`config.mk`:
```
export PLATFORM = sky130hd
export DESIGN_NAME = intensity_weighted_centroid_flat
export DESIGN_NICKNAME = d
export VERILOG_FILES = /design/src/hdl/iwc_pkg.sv /design/src/hdl/iwc_if.sv /design/src/hdl/iwc_div.sv /design/src/hdl/iwc_datapath.sv /design/src/hdl/iwc_ctrl.sv /design/src/hdl/intensity_weighted_centroid.sv /design/src/flat_wrapper.sv
export SDC_FILE = /design/constraint.sdc
export NUM_CORES = 2
export LEC_CHECK = 0
export BUFFER_PORTS_ARGS = -buffer_cell sky130_fd_sc_hd__buf_4
export CORE_ASPECT_RATIO = 0.9
export CORE_UTILIZATION = 36
export CTS_CLUSTER_DIAMETER = 200
export DETAILED_ROUTE_END_ITERATION = 16
export GPL_ROUTABILITY_DRIVEN = 0
export GPL_TIMING_DRIVEN = 1
export PLACE_DENSITY = 0.55
export SYNTH_ARGS = -nofsm -noshare
export SYNTH_HDL_FRONTEND = slang
export SYNTH_SLANG_ARGS = --single-unit
```
`constraint.sdc`:
```
create_clock -name clk -period 12.3 [get_ports clk]
set_input_delay 3.075 -clock clk [delete_from_list [all_inputs] [get_ports clk]]
set_output_delay 3.075 -clock clk [all_outputs]
set_load 0.05 [all_outputs]
```
`src/hdl/iwc_pkg.sv`:
```
// Package with shared constants, state encoding and control structs for the centroid block.
package iwc_pkg;

  // Default sizing of the frame and the fixed-point result.
  localparam int DEF_MAX_WIDTH     = 4096;
  localparam int DEF_MAX_HEIGHT    = 4096;
  localparam int DEF_FRACTION_BITS = 8;

  // Fixed widths of the external fields.
  localparam int PIX_W      = 8;
  localparam int OUT_W      = 24;
  localparam int CFG_IDX_W  = 2;
  localparam int CFG_DATA_W = 13;
  localparam int DIM_W      = 13;
  localparam int BG_W       = 8;

  // Signed weight width: intensity minus background, -255..255.
  localparam int WEIGHT_W = PIX_W + 1;

  // One saturation check step plus one step per result bit.
  localparam int DIV_STEPS = OUT_W + 1;

  // Register indexes of the configuration port.
  localparam logic [CFG_IDX_W-1:0] REG_FRAME_WIDTH  = 2'd0;
  localparam logic [CFG_IDX_W-1:0] REG_FRAME_HEIGHT = 2'd1;
  localparam logic [CFG_IDX_W-1:0] REG_BACKGROUND   = 2'd2;

  // Reset values of the configuration registers.
  localparam logic [DIM_W-1:0] RST_FRAME_WIDTH  = 13'd1280;
  localparam logic [DIM_W-1:0] RST_FRAME_HEIGHT = 13'd1024;
  localparam logic [BG_W-1:0]  RST_BACKGROUND   = 8'd0;

  // Controller states.
  typedef enum logic [2:0] {
    ST_ACCUM,
    ST_FLUSH,
    ST_LOAD,
    ST_DIV_X,
    ST_DIV_Y,
    ST_OUT
  } state_t;

  // Commands from the controller to the datapath.
  typedef struct packed {
    logic pix_ready;
    logic load_x;
    logic load_y;
    logic step;
    logic take_x;
    logic load_out;
  } ctrl_cmd_t;

  // Status from the datapath to the controller.
  typedef struct packed {
    logic frame_end;
    logic div_done;
    logic out_busy;
  } dp_status_t;

endpackage

```
`src/hdl/iwc_if.sv`:
```
// Stream and configuration interfaces of the centroid block.
interface iwc_pixel_if
  import iwc_pkg::*;
  ();
  logic             valid;
  logic             ready;
  logic [PIX_W-1:0] intensity;

  modport source (output valid, output intensity, input ready);
  modport sink   (input valid, input intensity, output ready);
endinterface

interface iwc_result_if
  import iwc_pkg::*;
  ();
  logic                    valid;
  logic                    ready;
  logic signed [OUT_W-1:0] centroid_x;
  logic signed [OUT_W-1:0] centroid_y;
  logic                    empty_frame;

  modport source (output valid, output centroid_x, output centroid_y, output empty_frame,
                  input ready);
  modport sink   (input valid, input centroid_x, input centroid_y, input empty_frame,
                  output ready);
endinterface

interface iwc_cfg_if
  import iwc_pkg::*;
  ();
  logic                  valid;
  logic                  ready;
  logic [CFG_IDX_W-1:0]  index;
  logic [CFG_DATA_W-1:0] data;

  modport source (output valid, output index, output data, input ready);
  modport sink   (input valid, input index, input data, output ready);
endinterface

```
`src/hdl/iwc_div.sv`:
```
// Shared restoring divider producing a rounded, saturated signed fixed-point quotient.
module iwc_div
  import iwc_pkg::*;
#(
  parameter int NUM_W         = 45,
  parameter int DEN_W         = 33,
  parameter int FRACTION_BITS = DEF_FRACTION_BITS
) (
  input  logic                    clk,
  input  logic                    rst,
  input  logic                    load,
  input  logic                    step,
  input  logic signed [NUM_W-1:0] num,
  input  logic signed [DEN_W-1:0] den,
  output logic                    done,
  output logic signed [OUT_W-1:0] quot
);

  // The dividend is |num| * 2^(F+1) + |den|, the divisor 2*|den|: this rounds half away from zero.
  localparam int NW     = NUM_W + FRACTION_BITS + 2;
  localparam int DVW    = DEN_W + 1 + OUT_W;
  localparam int DW     = (NW > DVW) ? NW : DVW;
  localparam int CNT_W  = $clog2(DIV_STEPS + 1);

  logic [NUM_W-1:0] num_mag;
  logic [DEN_W-1:0] den_mag;
  logic [DW-1:0]    rem;
  logic [DW-1:0]    dv;
  logic [OUT_W-1:0] q;
  logic             sat;
  logic             neg;
  logic [CNT_W-1:0] cnt;
  logic             ge;

  // Magnitudes of the operands.
  assign num_mag = num[NUM_W-1] ? NUM_W'(0) - NUM_W'(num) : NUM_W'(num);
  assign den_mag = den[DEN_W-1] ? DEN_W'(0) - DEN_W'(den) : DEN_W'(den);

  assign ge   = (rem >= dv);
  assign done = (cnt == CNT_W'(DIV_STEPS));

  // Step counter.
  always_ff @(posedge clk) begin
    if (rst) begin
      cnt <= CNT_W'(DIV_STEPS);
    end else if (load) begin
      cnt <= '0;
    end else if (step && !done) begin
      cnt <= cnt + 1'b1;
    end
  end

  // One quotient bit per step; the first step only detects overflow of the result range.
  always_ff @(posedge clk) begin
    if (load) begin
      rem <= DW'({num_mag, {(FRACTION_BITS + 1){1'b0}}}) + DW'(den_mag);
      dv  <= DW'({den_mag, 1'b0}) << OUT_W;
      q   <= '0;
      sat <= 1'b0;
      neg <= num[NUM_W-1] ^ den[DEN_W-1];
    end else if (step && !done) begin
      dv <= dv >> 1;
      if (cnt == '0) begin
        sat <= ge;
      end else begin
        q <= {q[OUT_W-2:0], ge};
        if (ge) begin
          rem <= rem - dv;
        end
      end
    end
  end

  // Sign and saturation of the magnitude.
  always_comb begin
    if (sat || q[OUT_W-1]) begin
      quot = neg ? {1'b1, {(OUT_W-1){1'b0}}} : {1'b0, {(OUT_W-1){1'b1}}};
    end else if (neg) begin
      quot = OUT_W'(0) - q;
    end else begin
      quot = q;
    end
  end

endmodule

```
`src/hdl/iwc_datapath.sv`:
```
// Datapath: configuration registers, pixel position, weighted sums, divider and result register.
module iwc_datapath
  import iwc_pkg::*;
#(
  parameter int MAX_WIDTH     = DEF_MAX_WIDTH,
  parameter int MAX_HEIGHT    = DEF_MAX_HEIGHT,
  parameter int FRACTION_BITS = DEF_FRACTION_BITS
) (
  input  logic                    clk,
  input  logic                    rst,
  input  ctrl_cmd_t               cmd,
  output dp_status_t              st,
  input  logic                    cfg_valid,
  input  logic [CFG_IDX_W-1:0]    cfg_index,
  input  logic [CFG_DATA_W-1:0]   cfg_data,
  input  logic                    pix_valid,
  input  logic [PIX_W-1:0]        intensity,
  input  logic                    res_ready,
  output logic                    res_valid,
  output logic signed [OUT_W-1:0] centroid_x,
  output logic signed [OUT_W-1:0] centroid_y,
  output logic                    empty_frame
);

  localparam int CW    = $clog2(MAX_WIDTH);
  localparam int RW    = $clog2(MAX_HEIGHT);
  localparam int PW    = CW + RW;
  localparam int SW_W  = PW + WEIGHT_W;
  localparam int SXY_W = PW + ((CW > RW) ? CW : RW) + WEIGHT_W;
  localparam int PX_W  = CW + 1 + WEIGHT_W;
  localparam int PY_W  = RW + 1 + WEIGHT_W;

  logic [DIM_W-1:0] frame_width;
  logic [DIM_W-1:0] frame_height;
  logic [BG_W-1:0]  background_level;

  logic [CW-1:0] column_index;
  logic [RW-1:0] row_index;
  logic [CW:0]   width_eff;
  logic [RW:0]   height_eff;
  logic          col_last;
  logic          row_last;
  logic          pix_fire;

  logic signed [WEIGHT_W-1:0] weight;
  logic signed [PX_W-1:0]     col_ext;
  logic signed [PX_W-1:0]     wx_ext;
  logic signed [PY_W-1:0]     row_ext;
  logic signed [PY_W-1:0]     wy_ext;
  logic signed [PX_W-1:0]     prod_x;
  logic signed [PY_W-1:0]     prod_y;
  logic signed [WEIGHT_W-1:0] weight_q;
  logic                       prod_valid;

  logic signed [SXY_W-1:0] sum_x_weight;
  logic signed [SXY_W-1:0] sum_y_weight;
  logic signed [SW_W-1:0]  sum_weight;

  logic signed [SXY_W-1:0] div_num;
  logic signed [OUT_W-1:0] div_quot;
  logic                    div_done;
  logic signed [OUT_W-1:0] res_x;

  // Configuration writes; indexes beyond the list are ignored.
  always_ff @(posedge clk) begin
    if (rst) begin
      frame_width      <= RST_FRAME_WIDTH;
      frame_height     <= RST_FRAME_HEIGHT;
      background_level <= RST_BACKGROUND;
    end else if (cfg_valid) begin
      case (cfg_index)
        REG_FRAME_WIDTH:  frame_width      <= cfg_data[DIM_W-1:0];
        REG_FRAME_HEIGHT: frame_height     <= cfg_data[DIM_W-1:0];
        REG_BACKGROUND:   background_level <= cfg_data[BG_W-1:0];
        default: ;
      endcase
    end
  end

  // Effective frame size: zero counts as one, large values clamp to the maximum.
  always_comb begin
    if (frame_width == '0) begin
      width_eff = (CW + 1)'(1);
    end else if (32'(frame_width) > MAX_WIDTH) begin
      width_eff = (CW + 1)'(MAX_WIDTH);
    end else begin
      width_eff = (CW + 1)'(frame_width);
    end
    if (frame_height == '0) begin
      height_eff = (RW + 1)'(1);
    end else if (32'(frame_height) > MAX_HEIGHT) begin
      height_eff = (RW + 1)'(MAX_HEIGHT);
    end else begin
      height_eff = (RW + 1)'(frame_height);
    end
  end

  assign pix_fire = pix_valid && cmd.pix_ready;
  assign col_last = ({1'b0, column_index} + 1'b1) >= width_eff;
  assign row_last = ({1'b0, row_index} + 1'b1) >= height_eff;

  // Raster position tracking.
  always_ff @(posedge clk) begin
    if (rst) begin
      column_index <= '0;
      row_index    <= '0;
    end else if (pix_fire) begin
      if (col_last) begin
        column_index <= '0;
        row_index    <= row_last ? '0 : row_index + 1'b1;
      end else begin
        column_index <= column_index + 1'b1;
      end
    end
  end

  // Weight and operand extension for the products.
  assign weight  = signed'({1'b0, intensity}) - signed'({1'b0, background_level});
  assign col_ext = signed'({{(PX_W - CW){1'b0}}, column_index});
  assign wx_ext  = {{(PX_W - WEIGHT_W){weight[WEIGHT_W-1]}}, weight};
  assign row_ext = signed'({{(PY_W - RW){1'b0}}, row_index});
  assign wy_ext  = {{(PY_W - WEIGHT_W){weight[WEIGHT_W-1]}}, weight};

  // Product stage.
  always_ff @(posedge clk) begin
    if (rst) begin
      prod_valid <= 1'b0;
    end else begin
      prod_valid <= pix_fire;
    end
  end

  always_ff @(posedge clk) begin
    if (pix_fire) begin
      prod_x   <= col_ext * wx_ext;
      prod_y   <= row_ext * wy_ext;
      weight_q <= weight;
    end
  end

  // Accumulation stage; the sums clear when the result leaves for the output register.
  always_ff @(posedge clk) begin
    if (rst || cmd.load_out) begin
      sum_x_weight <= '0;
      sum_y_weight <= '0;
      sum_weight   <= '0;
    end else if (prod_valid) begin
      sum_x_weight <= sum_x_weight + {{(SXY_W - PX_W){prod_x[PX_W-1]}}, prod_x};
      sum_y_weight <= sum_y_weight + {{(SXY_W - PY_W){prod_y[PY_W-1]}}, prod_y};
      sum_weight   <= sum_weight + {{(SW_W - WEIGHT_W){weight_q[WEIGHT_W-1]}}, weight_q};
    end
  end

  // Shared divider, first for the column sum and then for the row sum.
  assign div_num = cmd.load_y ? sum_y_weight : sum_x_weight;

  iwc_div #(
    .NUM_W         (SXY_W),
    .DEN_W         (SW_W),
    .FRACTION_BITS (FRACTION_BITS)
  ) u_div (
    .clk  (clk),
    .rst  (rst),
    .load (cmd.load_x || cmd.load_y),
    .step (cmd.step),
    .num  (div_num),
    .den  (sum_weight),
    .done (div_done),
    .quot (div_quot)
  );

  always_ff @(posedge clk) begin
    if (cmd.take_x) begin
      res_x <= div_quot;
    end
  end

  // Output register.
  always_ff @(posedge clk) begin
    if (rst) begin
      res_valid <= 1'b0;
    end else if (cmd.load_out) begin
      res_valid <= 1'b1;
    end else if (res_ready) begin
      res_valid <= 1'b0;
    end
  end

  always_ff @(posedge clk) begin
    if (cmd.load_out) begin
      empty_frame <= (sum_weight == '0);
      centroid_x  <= (sum_weight == '0) ? '0 : res_x;
      centroid_y  <= (sum_weight == '0) ? '0 : div_quot;
    end
  end

  assign st.frame_end = pix_fire && col_last && row_last;
  assign st.div_done  = div_done;
  assign st.out_busy  = res_valid && !res_ready;

  // The product stage must be drained before the sums are read out.
  a_drained: assert property (@(posedge clk) disable iff (rst)
    (cmd.load_x || cmd.load_out) |-> !prod_valid)
    else $error("sums read while a product is still pending");

  // An empty frame always reports a zero centroid.
  a_empty_zero: assert property (@(posedge clk) disable iff (rst)
    (res_valid && empty_frame) |-> (centroid_x == '0 && centroid_y == '0))
    else $error("empty frame with nonzero centroid");

endmodule

```
`src/hdl/iwc_ctrl.sv`:
```
// Controller state machine sequencing accumulation, division and result hand-off.
module iwc_ctrl
  import iwc_pkg::*;
(
  input  logic       clk,
  input  logic       rst,
  input  dp_status_t st,
  output ctrl_cmd_t  cmd
);

  state_t state;
  state_t state_next;

  // State register.
  always_ff @(posedge clk) begin
    if (rst) begin
      state <= ST_ACCUM;
    end else begin
      state <= state_next;
    end
  end

  // Next state and commands.
  always_comb begin
    state_next = state;
    cmd        = '0;
    case (state)
      ST_ACCUM: begin
        cmd.pix_ready = 1'b1;
        if (st.frame_end) begin
          state_next = ST_FLUSH;
        end
      end
      ST_FLUSH: begin
        state_next = ST_LOAD;
      end
      ST_LOAD: begin
        cmd.load_x = 1'b1;
        state_next = ST_DIV_X;
      end
      ST_DIV_X: begin
        if (st.div_done) begin
          cmd.take_x = 1'b1;
          cmd.load_y = 1'b1;
          state_next = ST_DIV_Y;
        end else begin
          cmd.step = 1'b1;
        end
      end
      ST_DIV_Y: begin
        if (st.div_done) begin
          state_next = ST_OUT;
        end else begin
          cmd.step = 1'b1;
        end
      end
      ST_OUT: begin
        if (!st.out_busy) begin
          cmd.load_out = 1'b1;
          state_next   = ST_ACCUM;
        end
      end
      default: begin
        state_next = ST_ACCUM;
      end
    endcase
  end

  // A frame can only end while pixels are being taken.
  a_frame_end_accum: assert property (@(posedge clk) disable iff (rst)
    st.frame_end |-> (state == ST_ACCUM))
    else $error("frame end outside accumulation");

  // The divider is never stepped past its last step.
  a_no_overstep: assert property (@(posedge clk) disable iff (rst)
    cmd.step |-> !st.div_done)
    else $error("divider stepped after completion");

endmodule

```
`src/hdl/intensity_weighted_centroid.sv`:
```
// After the last pixel of a frame is accepted, the product stage drains and the shared divider
// computes the column quotient and then the row quotient; the result goes into the output register.
// Throughput: one pixel per cycle within a frame; pixel ready is low from the end of a frame until
// its result is loaded; a pending earlier result does not stop intake but holds that load until taken.
// Reset (synchronous, active high) clears position, sums and control and restores the
// register defaults: width 1280, height 1024, background 0.
module intensity_weighted_centroid
  import iwc_pkg::*;
#(
  parameter int MAX_WIDTH     = DEF_MAX_WIDTH,
  parameter int MAX_HEIGHT    = DEF_MAX_HEIGHT,
  parameter int FRACTION_BITS = DEF_FRACTION_BITS
) (
  input logic         clk,
  input logic         rst,
  iwc_cfg_if.sink     cfg,
  iwc_pixel_if.sink   pixel,
  iwc_result_if.source centroid
);

  ctrl_cmd_t  cmd;
  dp_status_t st;

  // Configuration writes are always taken.
  assign cfg.ready   = 1'b1;
  assign pixel.ready = cmd.pix_ready;

  iwc_ctrl u_ctrl (
    .clk (clk),
    .rst (rst),
    .st  (st),
    .cmd (cmd)
  );

  iwc_datapath #(
    .MAX_WIDTH     (MAX_WIDTH),
    .MAX_HEIGHT    (MAX_HEIGHT),
    .FRACTION_BITS (FRACTION_BITS)
  ) u_datapath (
    .clk         (clk),
    .rst         (rst),
    .cmd         (cmd),
    .st          (st),
    .cfg_valid   (cfg.valid),
    .cfg_index   (cfg.index),
    .cfg_data    (cfg.data),
    .pix_valid   (pixel.valid),
    .intensity   (pixel.intensity),
    .res_ready   (centroid.ready),
    .res_valid   (centroid.valid),
    .centroid_x  (centroid.centroid_x),
    .centroid_y  (centroid.centroid_y),
    .empty_frame (centroid.empty_frame)
  );

endmodule

```
`src/flat_wrapper.sv`:
```
// flat-port wrapper written by rule: the top's interface ports become plain ports
module intensity_weighted_centroid_flat import iwc_pkg::*;
#(
  parameter int MAX_WIDTH     = DEF_MAX_WIDTH,
  parameter int MAX_HEIGHT    = DEF_MAX_HEIGHT,
  parameter int FRACTION_BITS = DEF_FRACTION_BITS
)
  (clk, rst, cfg_valid, cfg_index, cfg_data, cfg_ready, pixel_valid, pixel_intensity, pixel_ready, centroid_valid, centroid_centroid_x, centroid_centroid_y, centroid_empty_frame, centroid_ready);
  iwc_cfg_if cfg_i ();
  iwc_pixel_if pixel_i ();
  iwc_result_if centroid_i ();
  input logic clk;
  input logic rst;
  input wire logic [$bits(cfg_i.valid)-1:0] cfg_valid;
  input wire logic [$bits(cfg_i.index)-1:0] cfg_index;
  input wire logic [$bits(cfg_i.data)-1:0] cfg_data;
  output wire logic [$bits(cfg_i.ready)-1:0] cfg_ready;
  input wire logic [$bits(pixel_i.valid)-1:0] pixel_valid;
  input wire logic [$bits(pixel_i.intensity)-1:0] pixel_intensity;
  output wire logic [$bits(pixel_i.ready)-1:0] pixel_ready;
  output wire logic [$bits(centroid_i.valid)-1:0] centroid_valid;
  output wire logic [$bits(centroid_i.centroid_x)-1:0] centroid_centroid_x;
  output wire logic [$bits(centroid_i.centroid_y)-1:0] centroid_centroid_y;
  output wire logic [$bits(centroid_i.empty_frame)-1:0] centroid_empty_frame;
  input wire logic [$bits(centroid_i.ready)-1:0] centroid_ready;
  assign cfg_i.valid = cfg_valid;
  assign cfg_i.index = cfg_index;
  assign cfg_i.data = cfg_data;
  assign cfg_ready = cfg_i.ready;
  assign pixel_i.valid = pixel_valid;
  assign pixel_i.intensity = pixel_intensity;
  assign pixel_ready = pixel_i.ready;
  assign centroid_valid = centroid_i.valid;
  assign centroid_centroid_x = centroid_i.centroid_x;
  assign centroid_centroid_y = centroid_i.centroid_y;
  assign centroid_empty_frame = centroid_i.empty_frame;
  assign centroid_i.ready = centroid_ready;
  intensity_weighted_centroid #(.MAX_WIDTH(MAX_WIDTH), .MAX_HEIGHT(MAX_HEIGHT), .FRACTION_BITS(FRACTION_BITS)) u_core (.clk(clk), .rst(rst), .cfg(cfg_i), .pixel(pixel_i), .centroid(centroid_i));
endmodule
```
Word-level counts from Yosys, hierarchy flattened
Index checks and enable logic that the tools add are counted.
Word-level totals
  register bits: 459
  input port bits: 28
  output and inout bits: 52
  logic and storage cells: 126
Cells by class
  add/sub/neg operators: 14
  $mul: 2
  $lt $le $gt $ge: 5
  equality and inequality tests: 13
  muxes and demuxes: 35
  bitwise operators: 2
  reduce and logical (&&, ||, !) cells: 29
Operator list (number)
  $mux 58: 6
  $add 45x45->45: 2
  $mux 45: 2
  $mux 24: 3
  $ge 58x58->1: 1
  $sub 58x58->58: 1
  $add 54x33->55: 1
  $mux 13: 4
  $sub 1x45->45 const A: 1
  $mul 13x9->22: 2
  $add 33x33->33: 1
  $logic_not 33->1: 1
  $mux 33: 1
  $sub 1x33->33 const A: 1
  $add 12x1->13 const B: 2
  $ge 13x13->1: 2
  $gt 13x13->1 const B: 2
  $logic_not 13->1: 2
  $add 12x1->12 const B: 2
  $mux 12: 2
  $sub 1x24->24 const A: 1
  $pmux 3 s6: 1
  $mux 3: 4
  $reduce_and 2->1: 6
  other kinds (24): 49

Depth between registers and ports, before layout
  word-level depth: 8
  mapped depth: 33
  mapped depth without buffers: 32

Cells and area by module
From an unflattened synthesis, not the netlist that was laid out.
Unflattened totals
  cells, all modules: 4595
  area, all modules: 39818.2 sq um
Modules (own cells, without submodules)
  iwc_datapath: times used 1, cells each 2880, area each 26137.6 sq um, seq. area each 7447.1 sq um
  iwc_div: times used 1, cells each 1685, area each 13430.4 sq um, seq. area each 3863.7 sq um
  iwc_ctrl: times used 1, cells each 28, area each 239.0 sq um, seq. area each 60.1 sq um
  intensity_weighted_centroid: times used 1, cells each 2, area each 11.3 sq um, seq. area each 0.0 sq um

Worst setup path after synthesis
OpenSTA, ideal clock, no wires.
  kind: input -> register
  start: in pixel_intensity[0]
  end: reg u_core.u_datapath.prod_x[21] (data pin)
  library setup time: 261 ps
  arrival: 9526 ps
  required time: 12039 ps
  slack: 2513 ps
  stages on the path: 31
  buffers on the path: 0
  cells stage by stage: inv_1 -> ha_1 -> inv_1 -> fa_1 -> nand2_1 -> nand2_1 -> a21oi_1 -> o21bai_1 -> a21oi_1 -> o21bai_1 -> a21o_1 -> or2_2 -> fa_1 -> fa_1 -> inv_1 -> fa_1 -> fa_1 -> inv_1 -> fa_1 -> inv_1 -> ha_1 -> o21ai_0 -> a21boi_0 -> o21ai_0 -> a21boi_0 -> o21a_1 -> o211ai_1 -> a31oi_1 -> a41o_1 -> nor4_1 -> a311o_1
Between the ends
  word-level cells in the longest chain between the ends: 2
RTL lines
  from (decl): line flat_wrapper.sv:19  | input wire logic [$bits(pixel_i.intensity)-1:0] pixel_intensity;
  $sub 8x8->9: line iwc_datapath.sv:118  | assign weight = signed'({1'b0, intensity}) - signed'({1'b0, background_level});
  $mul 13x9->22: line iwc_datapath.sv:135  | prod_x <= col_ext * wx_ext;
  to (signal assigned): line iwc_datapath.sv:135
  to (decl): line iwc_datapath.sv:50  | logic signed [PX_W-1:0] prod_x;
Every way passes these cells.
A chain may end at the register's enable or synchronous reset.

Worst setup path in the final report
Ends and elaborated chain as after synthesis.

==> impl_metrics.csv <==
group,metric,value,unit
logic_synthesis,synth.ff_latch_count,459,
critical_path,ff2ff_setup_slack,4440,ps
power,power_switching_share,34.5,%
outcome,status,"complete, no violations",
finish,synthToLayoutAreaGrowth,9.81,%
hold_path,hp-class,"reg -> reg",
place,dp_hpwl,80600,um
power,total_power,5.03,mW
detailed_routing,drtIter0Drc,2032,
place,io_buffer_count,78,
power,total_leakage_power,19.2,nW
finish,layout.nets,5041,
place,place_inst,5894,
run,drv_cap,0,
finish,instances_no_fill,5992,
floorplanning,fp.dieW,350,um
logic_synthesis,synth_cells,4516,
sta,tightestPinTransition,1040,ps
clock_network,clockBufferDepth,3,
sta,slew_viol_final,0,
global_route,met2_usage,30.4,%
global_route,grt_util_all_layers,19.2,%
clock_network,insertion_delay,660,ps
power,ir_drop,0.112,mV
logic_synthesis,synth_cell_type_count,103,
clock_network,ctsResizeCount,0,
logic_synthesis,synthXorXnorAreaFrac,6.79,%
logic_synthesis,synth_top_family_by_area,"adder cells",
logic_synthesis,synthArstFlopShare,0,%
clock_network,postCtsHoldBufs,0,
clock_network,cts-root-buf,"clkbuf_16",
clock_network,cts_setup_buffers,0,
sta,tns,0,ps
finish,drive_above_1_share,6.34,%
sta,fmax,0.0989,GHz
logic_synthesis,muxShareOfSynthArea,3.11,%
critical_path,end_kind,"register",
global_route,grt_max_degree,86,
critical_path,cp_common_cell,"fa_1",
global_route,use_met1,27.9,%
power,p_comb_share,30.3,%
power,power_switching,1.74,mW
logic_synthesis,synth_edf_count,218,
critical_path,cpPeakStageDelay,550,ps
detailed_routing,drc,0,
logic_synthesis,synth_nets,5059,
detailed_routing,num_vias,31800,
global_route,grt_busiest_layer,"met2",
floorplanning,num_rows,114,
power,seqPwrFrac,36.0,%
sta,clock_skew,66.3,ps
critical_path,arrival,10450,ps
critical_path,crit_type,"in -> reg",
finish,multi_input_area,0.0258,mm2
power,p_clk_share,33.6,%
floorplanning,ios,80,
critical_path,critPathRequiredTime,12640,ps
sta,max-slew-margin-rel,29.0,%
sta,period_needed,10110,ps
sta,rsz0062_at_grt,"no",
logic_synthesis,seq_area_frac_synth,29.0,%
detailed_routing,ant_nets,0,
detailed_routing,vias_per_cell,5.30,
floorplanning,fp.dieH,315,um
clock_network,cts_buffers,52,
clock_network,cts.sinks,459,
clock_network,tritoncts,"done",
global_route,use_met3,1.88,%
floorplanning,die_area,0.110,mm2
logic_synthesis,syn_area,0.0392,mm2
detailed_routing,avgRoutedWirePerCell,17.9,um
floorplanning,start_util,36.4,%
clock_network,htreeDepth,2,
clock_network,path_clk_slew,50,ps
logic_synthesis,synth_adder_area_share,19.3,%
sta,setup_viol,0,
global_route,grt_pass1_wl,171000,um
sta,finalHoldViolations,0,
finish,ff_latch_area,0.0114,mm2
logic_synthesis,synthFlopType,"dfxtp_1",
global_route,grt-ovfl-total,0,
logic_synthesis,synth_compound_area_share,17.7,%
global_route,antenna_found_initial,0,
detailed_routing,dr.pass1.iters,5,
global_route,grt_pass1_vias,30200,
sta,finalCritPeriodShare,82.2,%
critical_path,slowest_stage,"fa_1",
critical_path,cp-start-kind,"input port",
power,p_per_area,117,mW/mm2
logic_synthesis,avgSynthCellArea,8.67,um2
floorplanning,core_area,0.108,mm2
logic_synthesis,synth-simple-area-share,18.9,%
critical_path,critPathMaxFanout,8,
detailed_routing,wl,107000,um
power,intPower,3.29,mW
logic_synthesis,yosys_warnings,0,
finish,fillCellCount,10900,
## metrics by stage
stage | worst slack (ps) | instance area (um2) | util, % | hold WS, ps
6_report | 2190 | 43000 | 40.0 | 462
5_1_grt | 1680 | 43000 | 40.0 | 490
4_1_cts | 2200 | 43000 | 40.0 | 464
3_5_place_dp | 1560 | 41200 | 38.3 | 457
3_3_place_gp | 1600 | 41200 | 38.3 | 448
2_1_floorplan | 2510 | 39200 | - | 432
## cell type report
class                      count  area share, %
antenna                        1        0.00582
clock buffer                  68           3.33
clock inverter                29          0.923
inverter                     326           2.85
multi-input combinational   3539           60.1
sequential                   459           26.5
tap                         1450           4.22
timing repair buffer         120           2.10
## Yosys cell counts (all sizes together) (19+ instances only)
cell,number,area (um2)
xnor2,199,1760
nor3,89,477
a21boi,29,218
xor2,103,902
and2,133,832
a21oi,328,1650
edfxtp,218,6550
clkbuf,152,571
nand3b,19,143
nand2b,33,209
or3,40,250
nand2,500,1880
nor4,32,258
mux2i,117,1180
nand4,32,228
a21o,152,1140
o21a,29,218
o21bai,37,278
o22ai,43,269
dfxtp,241,4820
and3,45,282
a211oi,37,283
nor2,354,1330
inv,324,1220
nand3,98,495
o21ai,202,1010
fa,148,2960
a31oi,38,250
buf,40,215
ha,367,4590
nor2b,75,469
o31ai,36,270
or2,19,119
## per-layer routing
metal | wire (um) | part of all wire (%) | vias to the layer above
met5 | 0 | 0 | -
met4 | 2360 | 2.2 | 0
met3 | 4400 | 4.1 | 123
met2 | 47200 | 44 | 622
met1 | 53100 | 50 | 15100
li1 | - | - | 15900
## flip-flops by register name (all words and copies together) (netlist names), 3 cells and up
| register | cells |
|---|---|
| u_core.u_datapath.u_div.rem | 58 |
| u_core.u_datapath.frame_width | 13 |
| u_core.u_datapath.prod_x | 22 |
| u_core.u_datapath.centroid_x | 24 |
| u_core.u_ctrl.state | 3 |
| u_core.u_datapath.prod_y | 22 |
| u_core.u_datapath.weight_q | 9 |
| u_core.u_datapath.sum_weight | 33 |
| u_core.u_datapath.u_div.cnt | 5 |
| u_core.u_datapath.background_level | 8 |
| u_core.u_datapath.res_x | 24 |
| u_core.u_datapath.sum_y_weight | 45 |
| u_core.u_datapath.row_index | 12 |
| u_core.u_datapath.frame_height | 13 |
| u_core.u_datapath.centroid_y | 24 |
| u_core.u_datapath.u_div.q | 24 |
| u_core.u_datapath.u_div.dv | 58 |
| u_core.u_datapath.column_index | 12 |
| u_core.u_datapath.sum_x_weight | 45 |
## worst paths after layout
path / start / to / cells after the start
max: pixel_intensity[0] / u_core.u_datapath.prod_x[21] / 32
min: u_core.u_datapath.frame_height[0] / u_core.u_datapath.frame_height[0] / 2
max reg2reg: u_core.u_datapath.background_level[0] / u_core.u_datapath.prod_x[21] / 30
min reg2reg: u_core.u_datapath.frame_height[0] / u_core.u_datapath.frame_height[0] / 2
## power groups by stage
| stage | Combinational (mW) | Sequential, mW | Clock, mW |
|---|---|---|---|
| after floorplan | 1.16 | 1.80 | 0 |
| final | 1.53 | 1.81 | 1.69 |
| after CTS | 1.52 | 1.81 | 1.74 |
| after global routing | 1.70 | 1.82 | 1.79 |
| after global placement | 1.50 | 1.84 | 0 |
| after detailed placement | 1.51 | 1.84 | 0 |
## cells in the final DEF (no fill, tap or decap), drive strengths merged, types with 40 or more instances in the layout
cell type and count:
nand2 500, ha 367, nor2 354, a21oi 328, inv 325, dfxtp 241, edfxtp 218, o21ai 202
xnor2 199, a21o 152, fa 148, and2 133, buf 120, mux2i 117, xor2 103, nand3 98
nor3 89, nor2b 75, clkbuf 68, and3 45, o22ai 43, or3 40
## cells by family after synthesis
group                      after synthesis
DFF                                    459
and+or+nand+nor                       1521
buffers and inverters                  518
AOI/OAI and AO/OA                     1080
muxes                                  120
xor gates and xnor gates               302
adders and majority gates              515
other                                    1
## critical path, delay by kind of cell
| kind | cells | cell delay (ps) |
|---|---|---|
| adder cells (fa/ha/maj) | 8 | 3480 |
| AO/OA/AOI/OAI | 14 | 2990 |
| AND/OR/NAND/NOR | 4 | 540 |
| buffers and inverters | 6 | 370 |
Power figures use the tool's default switching activity.
